<file path="src/hdl/suik_pkg.sv">
// Shared constants and types for the sorted unique insert block.
package suik_pkg;

    localparam int CAPACITY    = 64;
    localparam int VALUE_WIDTH = 32;
    localparam int COUNT_W     = $clog2(CAPACITY + 1);

    typedef logic signed [VALUE_WIDTH-1:0] value_t;
    typedef logic [COUNT_W-1:0]            count_t;

    typedef struct packed {
        logic cmp_en;
        logic occupied;
        logic wr_en;
    } cell_ctl_t;

    typedef struct packed {
        logic lt;
        logic eq;
    } cell_flags_t;

endpackage

</file>
<file path="src/hdl/suik_cell.sv">
// One storage cell of the sorted chain: entry, compare flags and shift-up logic.
module suik_cell (
    input  logic                  clk,
    input  logic                  rst_n,
    input  suik_pkg::cell_ctl_t   ctl,
    input  suik_pkg::value_t      value,
    input  suik_pkg::value_t      ins_value,
    input  logic                  prev_lt,
    input  suik_pkg::value_t      prev_entry,
    output suik_pkg::value_t      entry,
    output suik_pkg::cell_flags_t flags
);

    suik_pkg::value_t      entry_reg;
    suik_pkg::cell_flags_t flags_reg;
    suik_pkg::cell_flags_t flags_next;

    always_comb
    begin
        flags_next = flags_reg;
        if (ctl.cmp_en)
        begin
            flags_next.lt = ctl.occupied && (entry_reg < value);
            flags_next.eq = ctl.occupied && (entry_reg == value);
        end
    end

    always_ff @(posedge clk or negedge rst_n)
    begin
        if (!rst_n)
        begin
            flags_reg <= '0;
        end
        else
        begin
            flags_reg <= flags_next;
        end
    end

    // entries below the insert point hold; the insert point takes the new value
    always_ff @(posedge clk)
    begin
        if (ctl.wr_en && !flags_reg.lt)
        begin
            entry_reg <= prev_lt ? ins_value : prev_entry;
        end
    end

    assign entry = entry_reg;
    assign flags = flags_reg;

endmodule

</file>
<file path="config.mk">
export PLATFORM = sky130hd
export DESIGN_NAME = suik_cell
export DESIGN_NICKNAME = d
export VERILOG_FILES = /design/src/hdl/suik_pkg.sv /design/src/hdl/suik_cell.sv
export SDC_FILE = /design/constraint.sdc
export NUM_CORES = 1
export LEC_CHECK = 0
export ABC_AREA = 1
export BUFFER_PORTS_ARGS = -buffer_cell sky130_fd_sc_hd__buf_2
export CAP_MARGIN = 20
export CORE_ASPECT_RATIO = 1.25
export CORE_UTILIZATION = 48
export DETAILED_ROUTE_END_ITERATION = 12
export PLACE_DENSITY = 0.87
export SKIP_CTS_REPAIR_TIMING = 1
export SLEW_MARGIN = 20
export SYNTH_ARGS = -nofsm -noshare
export SYNTH_HDL_FRONTEND = slang
export SYNTH_SLANG_ARGS = --single-unit
</file>
<file path="constraint.sdc">
create_clock -name clk -period 3.8 [get_ports clk]
set_input_delay 0.19 -clock clk [delete_from_list [all_inputs] [get_ports clk]]
set_output_delay 0.19 -clock clk [all_outputs]
set_load 0.05 [all_outputs]
</file>
==> metrics.md, run 1 <==
| Metric | Value |
|---|---|
| Initial core utilization | 51.3% |
| Total Wirelength | just over 5000 um |
| Final worst path period need | ~1.6 ns |
| Crit path max fanout | 2 |
| Rel. slew slack | roughly two fifths |
| R2r setup slk | ~2.2 ns |
| Average wire per standard cell | approximately 12 um |
| Die Span X | roughly 64 um |
| H-tree lvl count | 2 |
| CTS sink cnt | 34 |
| Cell internal pwr | ~730 uW |
| GRT Total Usage | approximately a fifth |
| Reg clk slew, reported paths | around 0.070 ns |
| Synth top area share | between 40% and 50% |
| Cell Area, Synth | about 2300 um^2 |
| Cells after Synth | between 200 and 250 |
| Core Rows | 27 |
| Synth Warn # | 0 |
| Slew @ Worst Pin | roughly 0.9 ns |
| Vias per inst | between 4 and 5 |
| Max-Cap Viols | 0 |
| Final hold vios | 0 |
| Net Sw Frac | 33.0% |
| Hold Path Class | input port to register |
| NetSw | between 300 and 400 uW |
| Setup violators final | 0 |
| Flops & latches, synth | 34 |
| Crit path from | entry[15]$_DFFE_PP_ |
| Number of flip-flops under the largest register name | 32 |
| Worst stage delay on the critical path | 0.40 ns |
| Post-DRT Antenna Nets | 0 |
| Most frequent cell after synthesis | inv_1 |
| Largest area contributor in the netlist | edfxtp_1 |
| Area of the core | between 4000 and 5000 um^2 |
| Peak VDD IR | 237 uV |
| CTS root buffer | clkbuf_8 |
| Nets@finish | between 400 and 500 |
| Asr flop ratio synth | roughly 6% |
| Run status | finished clean |
| Required time worst endpoint | between 3 and 4 ns |
| # IOs | 136 |
| Grt total ovfl | 0 |
| Die area | just over 5000 um^2 |
| Fill cells | ~380 |
| CTS max path bufs | 2 |
| CP most frequent cell | nand2_1 |
| Syn avg cell area | approximately 10 um^2 |
| Crit path buffers/inverters | 1 |
| Fin. max-slew vios | 0 |
| Worst r2r dst | flags[1]$_DFFE_PN0P_ |
| Share of layout cells above drive strength 1 | 48.5% |
| Post-Syn Nets | 360 |
| Unrepaired setup endpoints after global routing | no |
| Yosys cell types | 22 |
| Pin count of the biggest net entering global routing | 33 |
| Highest-delay cell along the critical path | edfxtp_1 |
| Via count of the first global-routing pass | around 2000 |
| Clk_skew | between 0.005 and 0.006 ns |
| Fmax | approximately 630 MHz |
| R2R depth | 12 |
| Critical path capture point | flags[1]$_DFFE_PN0P_ |
| Wire length of the first global-routing pass | ~7900 um |
| Die Y-Extent | 79.8 um |
| Dpl cells | 415 |
| Kind of critical path | register to register |
| Synth top cells by count | inv_1, nand2_1, edfxtp_1, ha_1, mux2_2 |
| Routability Congestion | between 0.7 and 0.8 |
| Non-filler cells, final | 423 |
| Seq pwr share | ~44% |
| Post-synth EDFFs | 32 |
| Total number of vias | between 2000 and 2500 |
| Worst reg2reg startpoint | entry[15]$_DFFE_PP_ |
| Dpl hpwl | between 4000 and 5000 um |
| Levels on crit path | 12 |
| Setup TNS Final | 0 ns |
| Initial DRT Pass Iterations | 4 |
| Dominant synthesized flop cell | edfxtp_1 |
| Worst setup SP type | register |
| Synth top area cells | edfxtp_1, ha_1, mux2_2 |
| 1st-iter DRT viols | 67 |
| Crit-path cells | ha_1 > nand2_1 > nor2_1 > nand4_1 > clkinv_1 > nand2_1 > nand2_1 > nand2_1 > nand2_1 > nand2_1 > nand3_1 > nand2_1 |
| Clk_lat worst skew | between 0.2 and 0.3 ns |
| Area Overhead vs Synth | 35.5% |
| CTS buffer count | 5 |
| Seq/Total Area, Yosys | 43.5% |
| Final period util | 41.8% |
| Pwr Density | around 350 nW/um^2 |
| Leakage | between 1.5 and 2 nW |
| Crit path capture type | register |
| Top delay family on crit path | simple AND/OR/NAND/NOR gates |
| Worst endpoint data arrival time | 1.76 ns |
| Clk pwr share | between 20% and 30% |
| Initial antenna violation count | 0 |
| Diode count | 0 |
| Comb pwr share | 32.7% |
| Drc violations | 0 |
| IO Port Bufs | between 100 and 150 |
| CTS tree | yes |
## cell families (layout without fill, tap and decap cells)
group           Yosys count  after routing  synth area share [%]
simple gates             60             60                  10.8
mux                      32             32                  15.5
buf+inv                  50            189                  8.56
fa+ha+maj                32             32                  17.2
compound gates           18             18                  4.36
flops                    34             34                  43.5
## routing by layer
layer	share of wire, %	wire, um	track usage (%)
met1	36	1820	20.3
met2	58	2940	41.5
met3	4.5	228	3.57
met4	1.4	70	7.56
met5	0	0	0
## worst min-delay path: stages
cell,delay (ns)
buf_2,0.08
inv_1,0.04
nand2_1,0.05
nand2_1,0.05
## metrics by stage
| step | area, um^2 | total power, mW | worst slack (ns) | hold slack (ns) | util [%] |
|---|---|---|---|---|---|
| after floorplan | 2320 | 0.728 | 1.37 | -0.106 | - |
| after global placement | 3050 | 0.826 | 2.26 | -0.0231 | 67.4 |
| after detailed placement | 3050 | 0.839 | 2.22 | -0.0227 | 67.4 |
| after CTS | 3140 | 1.10 | 2.20 | -0.314 | 69.3 |
| after global routing | 3150 | 1.15 | 2.04 | 0.198 | 69.6 |
| final | 3150 | 1.09 | 2.21 | 0.177 | 69.6 |
## cells in the final DEF, fill, tap and decap left out, types with 2 or more instances in the layout
| cell type | instances |
|---|---|
| o21ai_0 | 2 |
| edfxtp_1 | 32 |
| clkbuf_8 | 6 |
| inv_1 | 45 |
| nor2_2 | 2 |
| o21a_1 | 2 |
| nor2_1 | 7 |
| ha_1 | 32 |
| mux2_1 | 2 |
| dfrtp_1 | 2 |
| nand4_1 | 2 |
| nand2_1 | 42 |
| buf_2 | 135 |
| a21oi_1 | 12 |
| nand3_1 | 3 |
| mux2_2 | 30 |
## power by group through the flow
stage | clock network (mW) | logic (mW) | registers (mW)
after global routing | 0.281 | 0.389 | 0.479
final | 0.259 | 0.355 | 0.473
after detailed placement | 0 | 0.357 | 0.482
after global placement | 0 | 0.347 | 0.479
after CTS | 0.264 | 0.358 | 0.474
after floorplan | 0 | 0.135 | 0.593
## worst min-delay path by stage
stage / start / end / slack, ns / cells past startpoint
after global routing: prev_entry[17] / entry[17]$_DFFE_PP_ / 0.20 / 2
after CTS: rst_n / flags[0]$_DFFE_PN0P_ / -0.31 / 1
after detailed placement: rst_n / flags[0]$_DFFE_PN0P_ / -0.02 / 1
after global placement: rst_n / flags[1]$_DFFE_PN0P_ / -0.02 / 1
after floorplan: rst_n / flags[0]$_DFFE_PN0P_ / -0.11 / 0
final: ctl[2] / flags[0]$_DFFE_PN0P_ / 0.18 / 4
## final cells by class
class / instances / area [um^2] / area share, %
repair buffers: 136 / 686 / 21.8
clock buffers: 7 / 86.3 / 2.74
inverters: 46 / 173 / 5.48
multi-input cells: 142 / 1120 / 35.6
flip-flops and latches: 34 / 1010 / 32.1
well taps: 58 / 72.6 / 2.30
Power figures use the tool's default switching activity.
==> inputs of run 2 (changes only) <==
--- a/config.mk
+++ b/config.mk
@@ -9,9 +9,9 @@
 export BUFFER_PORTS_ARGS = -buffer_cell sky130_fd_sc_hd__buf_2
 export CAP_MARGIN = 20
 export CORE_ASPECT_RATIO = 1.25
-export CORE_UTILIZATION = 48
+export CORE_UTILIZATION = 40
 export DETAILED_ROUTE_END_ITERATION = 12
-export PLACE_DENSITY = 0.87
+export PLACE_DENSITY = 0.77
 export SKIP_CTS_REPAIR_TIMING = 1
 export SLEW_MARGIN = 20
 export SYNTH_ARGS = -nofsm -noshare
==> constraint.sdc (replaced) <==
create_clock -name clk -period 1.4 [get_ports clk]
set_input_delay 0.07 -clock clk [delete_from_list [all_inputs] [get_ports clk]]
set_output_delay 0.07 -clock clk [all_outputs]
set_load 0.05 [all_outputs]
==> metrics.md, run 2 (synthesis results as in run 1) <==
| Metric | Value |
|---|---|
| Die area | approximately 6100 um^2 |
| Die Y-Extent | between 80 and 90 um |
| CTS root buffer | clkbuf_8 |
| Dpl hpwl | 4380 um |
| H-tree lvl count | 2 |
| Setup TNS Final | -0.284 ns |
| Diode count | 0 |
| CP most frequent cell | nand2_2 |
| Routability Congestion | ~0.75 |
| Via count of the first global-routing pass | 2163 |
| Rel. slew slack | between 80% and 90% |
| Peak VDD IR | about 480 uV |
| Initial core utilization | a little over two fifths |
| Worst stage delay on the critical path | 0.39 ns |
| Violated checks | setup timing |
| Reg clk slew, reported paths | 0.07 ns |
| Clk_lat worst skew | approximately 0.27 ns |
| Die Span X | between 70 and 80 um |
| # IOs | 136 |
| R2R depth | 10 |
| Total Wirelength | 5430 um |
| Kind of critical path | register to register |
| Grt total ovfl | 0 |
| CTS buffer count | 5 |
| CTS tree | yes |
| Total number of vias | a little over 2000 |
| Most frequent cells in the layout | buf_2, inv_1, nand2_1 |
| HP Start | ctl[2] |
| Crit-path cells | ha_1 > a21o_1 > nor2_1 > nand2_1 > nand2_2 > nand2_2 > nand2_2 > nand3_1 > nand3_1 > nand2_1 |
| Area of the core | ~5500 um^2 |
| Clk_skew | just under 0.006 ns |
| Hold Path Class | input port to register |
| Worst Hold Depth | 4 |
| Util after Layout | between 60% and 70% |
| Share of layout cells above drive strength 1 | between 50% and 60% |
| Hold EP | flags[0]$_DFFE_PN0P_ |
| Met3 GRT Util | 2.31% |
| Initial antenna violation count | 0 |
| Unrepaired setup endpoints after global routing | yes |
| GRT Total Usage | between 10% and 20% |
| CTS max path bufs | 2 |
| Final hold vios | 0 |
| R2r setup slk | -0.19 ns |
| Vias per inst | approximately 4.6 |
| Leakage | between 1.5 and 2 nW |
| Fill cells | 480 |
| Drc violations | 0 |
| Fmax | approximately 630 MHz |
| Pre-CTS setup slack | -0.177 ns |
| Pin count of the biggest net entering global routing | 33 |
| Final worst path period need | between 1.5 and 2 ns |
| Fin. max-slew vios | 0 |
| Most common cell after layout, fill and taps aside | buf_2 |
| GR Util met1 | a little under a fifth |
| Average wire per standard cell | about 12 um |
| Grt met2 use | around 36% |
| IO Port Bufs | about 140 |
| Crit path max fanout | 2 |
| Slew @ Worst Pin | about 0.25 ns |
| Highest-delay cell along the critical path | edfxtp_1 |
| Pwr Density | approximately 910 nW/um^2 |
| GR peak layer | met2 |
| Core Rows | 30 |
| Worst r2r dst | flags[1]$_DFFE_PN0P_ |
| CTS sink cnt | 34 |
| Number of flip-flops under the largest register name | 32 |
| Run status | finished with violations |
| Worst setup SP type | register |
| Area Overhead vs Synth | 46.3% |
| Max-Cap Viols | 0 |
| Worst endpoint data arrival time | between 1.5 and 2 ns |
| Initial DRT Pass Iterations | 4 |
| Setup violators final | 2 |
| Worst reg2reg startpoint | entry[7]$_DFFE_PP_ |
| Required time worst endpoint | approximately 1.6 ns |
| Final period util | 114% |
| Nets@finish | about 520 |
| Final worst setup slack | -0.194 ns |
| Wire length of the first global-routing pass | between 8000 and 9000 um |
| Post-DRT Antenna Nets | 0 |
| Crit path capture type | register |
| Crit path from | entry[7]$_DFFE_PP_ |
| 1st-iter DRT viols | 52 |
==> run 2: cell types whose count changed in the layout (fill, tap and decap cells not counted), sizes merged <==
| cell | delta |
|---|---|
| buf | +17 |
| clkinv | -1 |
| inv | +1 |
==> run 2: report_power, final <==
group	internal, mW	total [mW]	switching (mW)
sequential	1.23	1.29	0.0541
clock	0.390	0.717	0.327
combinational	0.427	1.07	0.645
total	2.05	3.08	1.03
==> run 2: stage by stage <==
step | area [um^2] | hold slack [ns] | cells | total power, mW
after CTS | 3290 | -0.447 | 442 | 3.07
after global routing | 3400 | 0.0821 | 446 | 3.26
after detailed placement | 3210 | -0.144 | 435 | 2.34
after global placement | 3210 | -0.143 | 435 | 2.32
after floorplan | 2350 | -0.226 | 226 | 1.98
final | 3400 | 0.0580 | 446 | 3.08
==> run 2: worst max path at each step <==
stage,end,depth (start not counted)
5_1_grt,flags[1]$_DFFE_PN0P_,10
3_5_place_dp,flags[1]$_DFFE_PN0P_,12
4_1_cts,flags[1]$_DFFE_PN0P_,10
6_report,flags[1]$_DFFE_PN0P_,10
3_3_place_gp,flags[1]$_DFFE_PN0P_,12
2_1_floorplan,flags[1]$_DFFE_PN0P_,12
==> run 2: worst max-delay path: cells and delay by family (launching register included) <==
kind	cells	cell delay, ns
flops	1	0.39
fa+ha+maj	1	0.31
simple gates	8	0.61
compound gates	1	0.18
==> run 2: metal layers <==
metal | wire, um | share of wire (%) | up-vias
met1 | 1970 | 36 | 924
li1 | - | - | 1067
met5 | 0 | 0 | -
met2 | 3140 | 58 | 67
met4 | 106 | 2.0 | 0
met3 | 213 | 3.9 | 10
==> run 2: cell type report <==
type / instances / area (um^2) / share of cell area, %
multi-input combinational: 142 / 1210 / 35.6
clock buffer: 7 / 86.3 / 2.54
inverter: 46 / 173 / 5.08
sequential: 34 / 1010 / 29.7
timing repair buffer: 153 / 838 / 24.7
tap: 64 / 80.1 / 2.36
==> inputs of run 3 (changes only) <==
--- a/config.mk
+++ b/config.mk
@@ -9,6 +9,7 @@
 export BUFFER_PORTS_ARGS = -buffer_cell sky130_fd_sc_hd__buf_2
 export CAP_MARGIN = 20
 export CORE_ASPECT_RATIO = 1.25
+export CORE_MARGIN = 4
 export CORE_UTILIZATION = 40
 export DETAILED_ROUTE_END_ITERATION = 12
 export PLACE_DENSITY = 0.77
==> metrics.md, run 3 (synthesis results as in run 1) <==
| Metric | Value |
|---|---|
| Kind of critical path | register to register |
| Crit path buffers/inverters | 1 |
| Core Rows | 30 |
| Most frequent cells in the layout | buf_2, inv_1, nand2_1 |
| Pin count of the biggest net entering global routing | 33 |
| Hold Path Class | input port to register |
| Vias per inst | ~4.7 |
| Die Span X | 76.2 um |
| R2R depth | 12 |
| Slew @ Worst Pin | approximately 0.27 ns |
| Drc violations | 0 |
| Final worst path period need | 1.57 ns |
| Worst endpoint data arrival time | ~1.8 ns |
| Setup violators final | 2 |
| Final period util | 112% |
| Required time worst endpoint | approximately 1.6 ns |
| Area of placed instances | roughly 3300 um^2 |
| Final worst setup slack | -0.168 ns |
| Leakage | between 1.5 and 2 nW |
| Top delay family on crit path | simple AND/OR/NAND/NOR gates |
| Fmax | between 600 and 700 MHz |
| Initial core utilization | between 40% and 50% |
| Worst stage delay on the critical path | 0.43 ns |
| Violated checks | setup timing |
| Run status | finished with violations |
| Post-DRT Antenna Nets | 0 |
| Via count of the first global-routing pass | about 2200 |
| Worst setup SP type | register |
| H-tree lvl count | 2 |
| Average wire per standard cell | around 13 um |
| CP most frequent cell | nand2_1 |
| Dpl cells | between 400 and 500 |
| Fin. max-slew vios | 0 |
| Clk_skew | approximately 0.006 ns |
| Nets@finish | roughly 530 |
| Unrepaired setup endpoints after global routing | yes |
| Area of the core | between 5000 and 6000 um^2 |
| CTS buffer count | 5 |
| NetSw | around 1.1 mW |
| IO Port Bufs | 135 |
| Clk_lat worst skew | 0.28 ns |
| Final instance area | roughly 3600 um^2 |
| CTS max path bufs | 2 |
| Pwr Density | a little over 900 nW/um^2 |
| GRT Total Usage | 16.5% |
| Die area | ~7000 um^2 |
| Cell internal pwr | approximately 2.2 mW |
| Net Sw Frac | about a third |
| Worst Hold Depth | 4 |
| Initial antenna violation count | 0 |
| CTS tree | yes |
| Dpl hpwl | roughly 5000 um |
| Crit-path cells | ha_4 > nand2_4 > nor2_4 > nand4_1 > inv_2 > nand2_1 > nand2_1 > nand2_1 > nand2_1 > nand2_1 > nand3_1 > nand2_1 |
| Crit path capture type | register |
| Routability Congestion | roughly 0.75 |
| Peak VDD IR | ~600 uV |
| Total Wirelength | roughly 6100 um |
| Comb pwr share | 35.1% |
| Seq pwr share | between 30% and 40% |
| CTS sink cnt | 34 |
| 1st-iter DRT viols | 39 |
| # IOs | 136 |
| Wire length of the first global-routing pass | 9540 um |
| Number of flip-flops under the largest register name | 32 |
| Initial DRT Pass Iterations | 4 |
| Reg clk slew, reported paths | roughly 0.07 ns |
| Crit path max fanout | 2 |
| Rel. slew slack | 82.4% |
| CTS root buffer | clkbuf_8 |
| Share of layout cells above drive strength 1 | a little under three fifths |
| Levels on crit path | 12 |
| Highest-delay cell along the critical path | edfxtp_1 |
| Clk pwr share | between 20% and 30% |
| Diode count | 0 |
| Max-Cap Viols | 0 |
| Final hold vios | 0 |
| Total number of vias | 2149 |
| Die Y-Extent | 93.2 um |
| Non-filler cells, final | 458 |
| Most common cell after layout, fill and taps aside | buf_2 |
| Grt total ovfl | 0 |
| Area Overhead vs Synth | 53.5% |
## run 3: cell count changes in the layout (fill, tap and decap cells not counted), sizes merged
| cell | before | now |
|---|---|---|
| buf | 152 | 163 |
| clkbuf | 7 | 8 |
## run 3: path summary, 6_finish.rpt
kind | startpoint | end | slack, ns
setup reg to reg | entry[15]$_DFFE_PP_ | flags[1]$_DFFE_PN0P_ | -0.17
min in group asynchronous | rst_n | flags[0]$_DFFE_PN0P_ | 0.09
hold reg to reg | flags[0]$_DFFE_PN0P_ | flags[0]$_DFFE_PN0P_ | 0.48
max in group asynchronous | rst_n | flags[1]$_DFFE_PN0P_ | 1.22
hold / removal | ctl[2] | flags[0]$_DFFE_PN0P_ | 0.05
setup / recovery | entry[15]$_DFFE_PP_ | flags[1]$_DFFE_PN0P_ | -0.17
## run 3: per-layer routing
layer / vias to the layer above / routed length [um] / global-route usage, %
met4: 0 / 99 / 5.98
met2: 61 / 3580 / 33.7
li1: 1089 / - / -
met5: - / 0 / 0
met3: 8 / 322 / 3.28
met1: 991 / 2050 / 16.0
## run 3: area by class of cell
class / count / area, um^2
clock buffers: 8 / 110
multi-input cells: 142 / 1270
flip-flops and latches: 34 / 1010
repair buffers: 164 / 923
inverters: 46 / 173
well taps: 64 / 80.1
fillers: 466 / 1950
## run 3: power by group through the flow
stage                     registers [mW]  logic, mW  clock network (mW)
after floorplan                     1.61      0.373                   0
after global placement              1.30       1.05                   0
after detailed placement            1.31       1.07                   0
after CTS                           1.29       1.08               0.880
after global routing                1.30       1.28               0.939
final                               1.29       1.16               0.854
## run 3: metrics by stage
stage	power [mW]	util, %	hold WS (ns)	setup WS, ns	TNS (ns)
finish	3.31	64.6	0.0526	-0.168	-0.234
detailed placement	2.38	59.2	-0.141	-0.195	-0.281
floorplan	1.98	-	-0.226	-0.327	-5.15
global route	3.52	64.6	0.0678	-0.339	-0.503
CTS	3.25	61.2	-0.454	-0.213	-0.320
global placement	2.35	59.2	-0.143	-0.137	-0.198
## run 3: worst min-delay path, stage by stage
cell and delay (ns):
buf_2 0.09, inv_1 0.05, nand2_1 0.05, nand2_1 0.04
